<file path="config.mk">
export PLATFORM = sky130hd
export DESIGN_NAME = isa_cell
export DESIGN_NICKNAME = d
export VERILOG_FILES = /design/src/rtl/isa_pkg.sv /design/src/rtl/isa_cell.sv
export SDC_FILE = /design/constraint.sdc
export NUM_CORES = 1
export LEC_CHECK = 0
export ABC_AREA = 1
export BUFFER_PORTS_ARGS = -buffer_cell sky130_fd_sc_hd__buf_2
export CAP_MARGIN = 20
export CORE_MARGIN = 8
export CORE_UTILIZATION = 40
export DETAILED_ROUTE_END_ITERATION = 10
export GPL_ROUTABILITY_DRIVEN = 0
export PLACE_DENSITY_LB_ADDON = 0.3
export SYNTH_ARGS = -nofsm -noshare
export SYNTH_HDL_FRONTEND = slang
export SYNTH_SLANG_ARGS = --single-unit
</file>
<file path="constraint.sdc">
create_clock -name clk -period 3.4 [get_ports clk]
set_clock_uncertainty 0.2 [all_clocks]
set_input_delay 0.34 -clock clk [delete_from_list [all_inputs] [get_ports clk]]
set_output_delay 0.34 -clock clk [all_outputs]
set_load 0.01 [all_outputs]
</file>
<file path="src/rtl/isa_pkg.sv">
// Shared types and constants for the indexed shift array.
// No dependencies; imported by every module of the block.
`default_nettype none

package isa_pkg;

  // Default sizing
  localparam int CAPACITY_DEF      = 256;
  localparam int ELEMENT_WIDTH_DEF = 32;

  // Field widths fixed by the stream format
  localparam int POS_W     = 9;
  localparam int VALUE_W   = 32;
  localparam int COUNT_F_W = 9;
  localparam int KIND_W    = 2;
  localparam int STATUS_W  = 2;
  localparam int TDATA_W   = 48;

  // Cells per readback group; each group is ORed into one register
  localparam int GROUP_SIZE = 16;

  typedef enum logic [KIND_W-1:0] {
    KIND_INSERT = 2'd0,
    KIND_REMOVE = 2'd1,
    KIND_READ   = 2'd2,
    KIND_WRITE  = 2'd3
  } kind_t;

  typedef enum logic [STATUS_W-1:0] {
    ST_OK    = 2'd0,
    ST_RANGE = 2'd1,
    ST_FULL  = 2'd2
  } status_t;

  // Per-item command broadcast to every cell of the chain
  typedef struct packed {
    logic ins;
    logic rem;
    logic wr;
  } cell_op_t;

endpackage

`default_nettype wire

</file>
<file path="src/rtl/isa_cell.sv">
// One storage cell of the shift chain: holds one element and moves it to a
// neighbor on insert or remove. Depends on isa_pkg.
`default_nettype none

module isa_cell
  import isa_pkg::*;
#(
  parameter int IDX   = 0,
  parameter int CMP_W = 9,
  parameter int EW    = ELEMENT_WIDTH_DEF
) (
  input  wire logic             clk,
  input  wire logic             rst_n,
  input  wire cell_op_t         op_i,
  input  wire logic [CMP_W-1:0] pos_i,
  input  wire logic [EW-1:0]    val_i,
  input  wire logic [EW-1:0]    lower_i,  // element of cell IDX-1
  input  wire logic [EW-1:0]    upper_i,  // element of cell IDX+1
  output logic      [EW-1:0]    data_o,
  output logic      [EW-1:0]    hit_o     // element when position matches, else zero
);

  localparam logic [CMP_W-1:0] MY_IDX = CMP_W'(IDX);

  logic [EW-1:0] data_r;
  logic [EW-1:0] data_nxt;
  logic          at_pos;
  logic          above_pos;

  assign at_pos    = (pos_i == MY_IDX);
  assign above_pos = (MY_IDX > pos_i);

  // Cells above count hold zero, so the whole tail may shift freely.
  always_comb begin
    data_nxt = data_r;
    if (op_i.ins) begin
      if (at_pos)         data_nxt = val_i;
      else if (above_pos) data_nxt = lower_i;
    end else if (op_i.rem) begin
      if (at_pos || above_pos) data_nxt = upper_i;
    end else if (op_i.wr) begin
      if (at_pos) data_nxt = val_i;
    end
  end

  always_ff @(posedge clk) begin
    if (!rst_n) begin
      data_r <= '0;
    end else begin
      data_r <= data_nxt;
    end
  end

  assign data_o = data_r;
  assign hit_o  = at_pos ? data_r : '0;

endmodule

`default_nettype wire

</file>
==> flow_metrics.py, run 1 <==
metrics = {
    "die": {
        "initial_utilization": 0.404,
        "die_y_um": 98.2,
        "die-area_um2": 9640,
        "rows": 30,
        "ios": 174,
        "fp.coreArea_um2": 6680,
        "fp.dieW_um": 98.2,
    },
    "clocking": {
        "cts_tree": "done",
        "clk_latency_ns": 0.28,
        "clock_sinks": 32,
        "post_cts_buffers": 0,
        "htreeDepth": 2,
        "clk_path_buf_depth": 2,
        "hold_buffers": 0,
        "cts-resized-gates": 0,
        "path_clk_slew_ns": 0.07,
        "cts_buffers": 5,
        "cts_root_buf": "clkbuf_8",
    },
    "power": {
        "comb_power_share": 0.211,
        "vdd_drop_max_mv": 0.140,
        "power.density_nw_per_um2": 239,
        "p_sw_w": 0.000245,
        "p_clk_frac": 0.357,
        "p_seq_frac": 0.432,
        "p_sw_frac": 0.282,
        "internal_power_w": 0.000625,
        "power_w": 0.000870,
        "p_leak_nw": 2.01,
    },
    "timing": {
        "hold_viol": 0,
        "post-route-period-util": 0.697,
        "max_freq_ghz": 0.422,
        "setup_viol": 0,
        "drv_slew": 0,
        "fin_crit_ns": 2.37,
        "setup_ws_ns": 1.03,
        "relSlewSlack": 0.296,
        "rsz0062_at_grt": "no",
        "worstMarginPinSlew_ns": 1.05,
        "tns_ns": 0,
        "hold_ws_ns": 0.240,
    },
    "routing": {
        "route.vias.total": 3542,
        "post_drt_wl_per_cell_um": 14.5,
        "ant_nets": 0,
        "drc": 0,
        "first_pass_iters": 4,
        "avgViaCountPerCell": 5.06,
        "drtIter0Drc": 181,
        "routed_wl_um": 10200,
    },
    "critical_path": {
        "critPathKind": "in2out",
        "cp-start-kind": "input pin",
        "cp_max_fo": 17,
        "critPathTopFamily": "buffers and inverters",
        "crit_start": "pos_i[7]",
        "slowest_stage": "nand2_1",
        "cp.required_ns": 2.86,
        "max_stage_delay_ns": 0.30,
        "cp_common_cell": "nor2_1",
        "crit_chain": "buf_2 > nor2_1 > nand2_1 > nor2_1 > inv_1 > buf_8 > nor2_1 > buf_2",
        "r2r_start": "data_o[14]$_SDFFE_PN0P_",
        "crit_arrival_ns": 1.83,
        "crit_buf_inv": 4,
        "critPathCaptureType": "output pin",
    },
    "global_routing": {
        "grtUsageTotal": 0.205,
        "grt_antenna_before_repair": 0,
        "grt_pass1_wl_um": 16900,
        "grt-ovfl-total": 0,
        "grt_start_max_net_pins": 65,
        "grt_pass1_vias": 3676,
    },
    "status": {
        "status": "finished clean",
    },
    "final_layout": {
        "largest_register_ffs": 32,
        "layout_common_cells": "buf_2, nor2_1, inv_1, nand2_1, nand3_1",
        "n_antenna_cell": 0,
        "drive_above_1_share": 0.306,
        "fillCellCount": 685,
        "syn2layout_area_growth_pct": 34.9,
        "nets": 729,
        "final_common_cell": "buf_2",
    },
    "logic_synthesis": {
        "ys_seq_area_frac": 0.237,
        "synth_warnings": 0,
        "synth_top_area_share": 0.237,
        "synth_fp_nets": 580,
        "synth-main-ff-cell": "dfxtp_1",
        "synthArstFlopShare": 0,
        "synth_cells": 470,
        "synth_edf_count": 0,
        "synth_seq_cells": 32,
        "yosys.area.top_type": "dfxtp_1",
        "syn_avg_cell_area_um2": 5.75,
        "yosysUniqueCellTypes": 16,
        "synth_area_um2": 2700,
        "synth_area_leaders": "dfxtp_1, nor2_1, nand3_1",
    },
    "placed_design": {
        "dp_hpwl_um": 7110,
        "pre_cts_ws_ns": 0.776,
        "port_buffers": 173,
    },
    "worst_hold_path": {
        "min_from": "lower_i[21]",
        "holdCritPathClass": "in2reg",
    },
    "run": {
        "drv_cap": 0,
    },
}
[layer usage]
metal | vias up | GRT usage | routed length [µm]
met4 | 0 | 0.0496 | 34
met5 | - | 0 | 0
met1 | 1590 | 0.234 | 4470
met2 | 148 | 0.364 | 4820
met3 | 2 | 0.0640 | 825
li1 | 1802 | - | -
[through the flow]
step | cell area [µm²] | std cells | util
2_1_floorplan | 2700 | 470 | -
3_3_place_gp | 3540 | 691 | 0.530
3_5_place_dp | 3540 | 691 | 0.530
4_1_cts | 3630 | 699 | 0.543
5_1_grt | 3640 | 700 | 0.546
6_report | 3640 | 700 | 0.546
[area by class of cell]
| type | count | area, µm² | share of cell area |
|---|---|---|---|
| multi-input cells | 331 | 1620 | 0.444 |
| repair buffers | 180 | 938 | 0.257 |
| flip-flops and latches | 32 | 641 | 0.176 |
| inverters | 69 | 259 | 0.0711 |
| well taps | 80 | 100 | 0.0275 |
| clock buffers | 8 | 90.1 | 0.0247 |
[worst paths after layout]
path | endpoint | slack [ns] | depth (start not counted)
setup / recovery | hit_o[31] | 1.03 | 8
hold / removal | data_o[21]$_SDFFE_PN0P_ | 0.24 | 4
setup reg to reg | data_o[14]$_SDFFE_PN0P_ | 2.47 | 4
hold reg to reg | data_o[2]$_SDFFE_PN0P_ | 0.34 | 4
[logic make-up after synthesis]
logic type      share of synthesized area
compound gates                      0.237
buf+inv                             0.165
flops                               0.237
simple gates                        0.361
[worst register-to-register path: stages (launching register included)]
cell and delay, ns:
dfxtp_1 0.35, inv_1 0.06, nand2_1 0.06, nand2_1 0.07, a21oi_1 0.13
[power by group through the flow]
stage / Sequential (W) / Combinational [W] / Clock (W)
after floorplan: 0.000385 / 0.0000993 / 0
after global placement: 0.000384 / 0.000179 / 0
after detailed placement: 0.000384 / 0.000182 / 0
after CTS: 0.000376 / 0.000182 / 0.000318
after global routing: 0.000376 / 0.000204 / 0.000333
final: 0.000376 / 0.000183 / 0.000311
[cell usage after synthesis (3+ instances only)]
master,count
a211oi_1,32
a21oi_1,32
buf_2,11
buf_6,4
clkbuf_1,22
dfxtp_1,32
inv_1,66
inv_2,3
nand2_1,66
nand3_1,65
nor2_1,101
o21bai_1,32
Note: power is estimated with default switching activity, not from simulation.
==> run 2: changes to the inputs <==
--- a/config.mk
+++ b/config.mk
@@ -9,7 +9,7 @@
 export BUFFER_PORTS_ARGS = -buffer_cell sky130_fd_sc_hd__buf_2
 export CAP_MARGIN = 20
 export CORE_MARGIN = 8
-export CORE_UTILIZATION = 40
+export CORE_UTILIZATION = 39
 export DETAILED_ROUTE_END_ITERATION = 10
 export GPL_ROUTABILITY_DRIVEN = 0
 export PLACE_DENSITY_LB_ADDON = 0.3
==> constraint.sdc (replaced) <==
create_clock -name clk -period 2 [get_ports clk]
set_clock_uncertainty 0.2 [all_clocks]
set_input_delay 0.2 -clock clk [delete_from_list [all_inputs] [get_ports clk]]
set_output_delay 0.2 -clock clk [all_outputs]
set_load 0.01 [all_outputs]
==> run 2 against run 1 <==
  * Worst hold slack worse by 0.15 ns
  * Via count is 0.14% higher
  * Non-clock buffer count is 6 higher
  * Wire length is 2.3% higher
  * Combinational power is 76% higher
  * Clock power is 73% higher
  * First-iteration DRC count is 17% higher
  * Critical path depth stayed put
  * Largest cell class unchanged
==> flow_metrics.py, run 2 (same netlist as run 1, synthesis figures left out) <==
metrics = {
    "status": {
        "status": "finished clean",
    },
    "die": {
        "fp.coreArea_um2": 6760,
        "fp.dieW_um": 99.2,
        "ios": 174,
        "initial_utilization": 0.400,
        "die-area_um2": 9850,
        "die_y_um": 99.2,
        "rows": 30,
    },
    "global_routing": {
        "grt_pass1_wl_um": 16800,
        "grt_pass1_vias": 3527,
        "grtUsageTotal": 0.203,
        "grt_antenna_before_repair": 1,
        "grt_start_max_net_pins": 65,
        "grt-ovfl-total": 0,
    },
    "critical_path": {
        "max_stage_delay_ns": 0.23,
        "crit_chain": "buf_2 > nor2_1 > nand3_1 > nor2_1 > inv_1 > buf_4 > nor2_1 > buf_2",
        "cp-start-kind": "input pin",
        "critPathTopFamily": "buffers and inverters",
        "slowest_stage": "buf_4",
        "critPathKind": "in2out",
        "cp.required_ns": 1.60,
        "critPathCaptureType": "output pin",
        "cp_common_cell": "nor2_1",
        "crit_arrival_ns": 1.30,
        "crit_buf_inv": 4,
        "cp_max_fo": 9,
    },
    "timing": {
        "max_freq_ghz": 0.587,
        "fin_crit_ns": 1.70,
        "rsz0062_at_grt": "no",
        "setup_viol": 0,
        "relSlewSlack": 0.554,
        "hold_viol": 0,
        "post-route-period-util": 0.851,
        "hold_ws_ns": 0.0896,
        "worstMarginPinSlew_ns": 0.669,
        "drv_slew": 0,
        "tns_ns": 0,
        "setup_ws_ns": 0.298,
    },
    "clocking": {
        "cts-resized-gates": 0,
        "path_clk_slew_ns": 0.07,
        "cts_tree": "done",
        "clock_sinks": 32,
        "post_cts_buffers": 0,
        "cts_root_buf": "clkbuf_8",
        "clk_path_buf_depth": 2,
        "cts_buffers": 5,
        "clk_latency_ns": 0.28,
        "htreeDepth": 2,
        "hold_buffers": 0,
    },
    "power": {
        "vdd_drop_max_mv": 0.221,
        "p_sw_w": 0.000426,
        "p_seq_frac": 0.426,
        "p_clk_frac": 0.359,
        "p_sw_frac": 0.285,
        "power.density_nw_per_um2": 404,
        "internal_power_w": 0.00107,
        "p_leak_nw": 2.05,
        "comb_power_share": 0.215,
    },
    "final_layout": {
        "nets": 735,
        "largest_register_ffs": 32,
        "fillCellCount": 709,
        "layout_common_cells": "buf_2, nor2_1, inv_1, nand2_1, nand3_1",
        "fin_cells": 707,
        "design_area_um2": 3710,
        "final_common_cell": "buf_2",
        "syn2layout_area_growth_pct": 37.3,
        "drive_above_1_share": 0.313,
    },
    "routing": {
        "avgViaCountPerCell": 5.02,
        "routed_wl_um": 10400,
        "first_pass_iters": 4,
        "post_drt_wl_per_cell_um": 14.7,
        "ant_nets": 0,
        "drc": 0,
        "drtIter0Drc": 212,
        "route.vias.total": 3547,
    },
    "placed_design": {
        "pre_cts_ws_ns": 0.242,
        "placed_area_um2": 3620,
        "port_buffers": 173,
        "place_inst": 698,
        "dp_hpwl_um": 7610,
    },
    "run": {
        "drv_cap": 0,
    },
    "worst_hold_path": {
        "holdCritPathClass": "in2reg",
    },
}
run 2: changes by cell type in the layout (fill, tap and decap cells not counted):
cell / delta
diode_2: +1
buf_4: +5
buf_8: -1
buf_12: +2
run 2: metrics by stage:
step / utilization / power (W)
floorplan: - / 0.000823
global placement: 0.535 / 0.000968
detailed placement: 0.535 / 0.000973
CTS: 0.549 / 0.00151
global route: 0.549 / 0.00158
finish: 0.549 / 0.00150
run 2: power by group through the flow:
| stage | Clock [W] | Combinational (W) | Sequential [W] |
|---|---|---|---|
| finish | 0.000537 | 0.000322 | 0.000639 |
| global route | 0.000584 | 0.000358 | 0.000638 |
| CTS | 0.000550 | 0.000321 | 0.000639 |
| detailed placement | 0 | 0.000320 | 0.000653 |
| global placement | 0 | 0.000315 | 0.000653 |
| floorplan | 0 | 0.000169 | 0.000654 |
run 2: cell type report:
cell class	count	area, µm²	area share
diodes	1	2.50	0.000675
clock buffers	8	90.1	0.0243
flip-flops and latches	32	641	0.173
multi-input cells	331	1620	0.436
inverters	69	259	0.0698
repair buffers	186	1000	0.270
well taps	80	100	0.0270
run 2: per-layer routing:
| layer | part of all wire | vias to the layer above | routed length, µm | GRT usage |
|---|---|---|---|---|
| li1 | - | 1818 | - | - |
| met1 | 0.43 | 1550 | 4490 | 0.239 |
| met2 | 0.47 | 171 | 4880 | 0.338 |
| met3 | 0.088 | 8 | 919 | 0.0580 |
| met4 | 0.0091 | 0 | 95 | 0.0768 |
| met5 | 0 | - | 0 | 0 |
run 2: final timing paths:
| check | slack, ns | depth (start not counted) | startpoint | to |
|---|---|---|---|---|
| setup reg to reg | 1.05 | 4 | data_o[21]$_SDFFE_PN0P_ | data_o[21]$_SDFFE_PN0P_ |
| hold reg to reg | 0.34 | 4 | data_o[7]$_SDFFE_PN0P_ | data_o[7]$_SDFFE_PN0P_ |
| setup / recovery | 0.30 | 8 | pos_i[1] | hit_o[12] |
| hold / removal | 0.09 | 4 | lower_i[26] | data_o[26]$_SDFFE_PN0P_ |
run 2: worst reg2reg max path: stages (launching register included):
cell	delay, ns
dfxtp_1	0.34
inv_1	0.06
nand2_1	0.06
nand2_1	0.05
a21oi_1	0.16
==> run 3: changes to the inputs <==
--- a/config.mk
+++ b/config.mk
@@ -9,7 +9,8 @@
 export BUFFER_PORTS_ARGS = -buffer_cell sky130_fd_sc_hd__buf_2
 export CAP_MARGIN = 20
 export CORE_MARGIN = 8
-export CORE_UTILIZATION = 39
+export CORE_UTILIZATION = 40
+export CTS_BUF_LIST = sky130_fd_sc_hd__clkbuf_8
 export DETAILED_ROUTE_END_ITERATION = 10
 export GPL_ROUTABILITY_DRIVEN = 0
 export PLACE_DENSITY_LB_ADDON = 0.3
==> run 3 against run 2 <==
  * Wire length fell by 2.8%
  * Via count up 0.93%
  * Utilization fell by 0.13 points
  * Sequential cell count did not move
  * Clock power fell by 12%
==> flow_metrics.py, run 3 (same netlist as run 1, synthesis figures left out) <==
metrics = {
    "status": {
        "status": "finished clean",
    },
    "final_layout": {
        "final_common_cell": "buf_2",
        "nets": 732,
        "largest_register_ffs": 32,
        "layout_common_cells": "buf_2, nor2_1, inv_1, nand2_1, nand3_1",
        "fillCellCount": 686,
        "drive_above_1_share": 0.310,
        "syn2layout_area_growth_pct": 35.4,
        "n_antenna_cell": 0,
    },
    "power": {
        "p_leak_nw": 2.03,
        "p_sw_frac": 0.286,
        "internal_power_w": 0.00102,
        "comb_power_share": 0.221,
        "p_sw_w": 0.000408,
        "p_clk_frac": 0.331,
        "p_seq_frac": 0.448,
        "vdd_drop_max_mv": 0.221,
        "power.density_nw_per_um2": 389,
    },
    "worst_hold_path": {
        "min_from": "lower_i[8]",
        "whs_path_depth": 4,
        "min_to": "data_o[8]$_SDFFE_PN0P_",
        "holdCritPathClass": "in2reg",
    },
    "die": {
        "die-area_um2": 9640,
        "fp.dieW_um": 98.2,
        "fp.coreArea_um2": 6680,
        "initial_utilization": 0.404,
        "ios": 174,
        "rows": 30,
        "die_y_um": 98.2,
    },
    "timing": {
        "relSlewSlack": 0.540,
        "worstMarginPinSlew_ns": 0.690,
        "max_freq_ghz": 0.565,
        "hold_viol": 0,
        "fin_crit_ns": 1.77,
        "hold_ws_ns": 0.0883,
        "rsz0062_at_grt": "no",
        "drv_slew": 0,
        "setup_viol": 0,
        "tns_ns": 0,
        "post-route-period-util": 0.886,
    },
    "clocking": {
        "post_cts_buffers": 0,
        "clock_sinks": 32,
        "hold_buffers": 0,
        "cts_tree": "done",
        "clk_latency_ns": 0.27,
        "path_clk_slew_ns": 0.07,
        "cts_root_buf": "clkbuf_8",
        "cts_buffers": 5,
        "htreeDepth": 2,
        "cts-resized-gates": 0,
        "clk_path_buf_depth": 2,
    },
    "critical_path": {
        "ff2ff_setup_slack_ns": 1.06,
        "cp.required_ns": 1.60,
        "critPathCaptureType": "output pin",
        "critPathKind": "in2out",
        "reg2reg_to": "data_o[23]$_SDFFE_PN0P_",
        "cp_max_fo": 23,
        "crit_chain": "buf_2 > nor2_1 > nand3_1 > nor2_1 > inv_1 > buf_12 > nor2_1 > buf_2",
        "cp_common_cell": "nor2_1",
        "worst_r2r_path_depth": 4,
        "cp-start-kind": "input pin",
        "r2r_start": "data_o[23]$_SDFFE_PN0P_",
        "crit_arrival_ns": 1.37,
        "max_stage_delay_ns": 0.24,
        "slowest_stage": "buf_12",
    },
    "routing": {
        "drtIter0Drc": 132,
        "avgViaCountPerCell": 5.10,
        "drc": 0,
        "ant_nets": 0,
        "post_drt_wl_per_cell_um": 14.4,
        "routed_wl_um": 10100,
        "route.vias.total": 3580,
        "first_pass_iters": 5,
    },
    "placed_design": {
        "port_buffers": 173,
        "dp_hpwl_um": 7290,
    },
    "global_routing": {
        "grtUsageTotal": 0.204,
        "grt-ovfl-total": 0,
        "grt_pass1_vias": 3590,
        "grt_antenna_before_repair": 0,
        "grt_start_max_net_pins": 65,
        "grt_pass1_wl_um": 16800,
    },
    "run": {
        "drv_cap": 0,
    },
}
run 3: worst max-delay path, delay by kind of cell:
| kind | cells | cell delay [ns] |
|---|---|---|
| simple gates | 4 | 0.50 |
| buf+inv | 4 | 0.68 |
run 3: how the worst max path moves through the flow:
stage / startpoint / endpoint / slack, ns / cells past startpoint
2_1_floorplan: pos_i[1] / hit_o[10] / 0.54 / 6
3_3_place_gp: op_i[1] / data_o[19]$_SDFFE_PN0P_ / 0.24 / 7
3_5_place_dp: pos_i[1] / hit_o[22] / 0.22 / 8
4_1_cts: pos_i[1] / hit_o[19] / 0.22 / 8
5_1_grt: pos_i[1] / hit_o[8] / 0.03 / 8
6_report: pos_i[1] / hit_o[19] / 0.23 / 8
run 3: power by group through the flow:
stage               Combinational [W]  Sequential, W  Clock (W)
floorplan                    0.000169       0.000654          0
global placement             0.000309       0.000654          0
detailed placement           0.000313       0.000654          0
CTS                          0.000314       0.000639   0.000491
global route                 0.000350       0.000639   0.000524
finish                       0.000315       0.000639   0.000471
run 3: layer usage:
layer | part of all wire | track usage
met1 | 0.41 | 0.239
met3 | 0.094 | 0.0697
met2 | 0.48 | 0.345
met5 | 0 | 0
met4 | 0.016 | 0.0590
run 3: area by class of cell:
cell class / instances / area (µm²) / share of cell area
Clock buffer: 5 / 68.8 / 0.0188
Clock inverter: 2 / 8.76 / 0.00239
Inverter: 69 / 259 / 0.0708
Multi-Input combinational cell: 331 / 1620 / 0.442
Sequential cell: 32 / 641 / 0.175
Tap cell: 80 / 100 / 0.0274
Timing Repair Buffer: 183 / 966 / 0.264
run 3: stage by stage:
stage | instance area [µm²] | instances | utilization | setup WS [ns] | total power [W]
final | 3660 | 702 | 0.548 | 0.229 | 0.00143
after detailed placement | 3580 | 695 | 0.536 | 0.223 | 0.000966
after global placement | 3580 | 695 | 0.536 | 0.237 | 0.000962
after floorplan | 2700 | 470 | - | 0.542 | 0.000823
after CTS | 3660 | 702 | 0.548 | 0.219 | 0.00144
after global routing | 3660 | 702 | 0.548 | 0.0334 | 0.00151
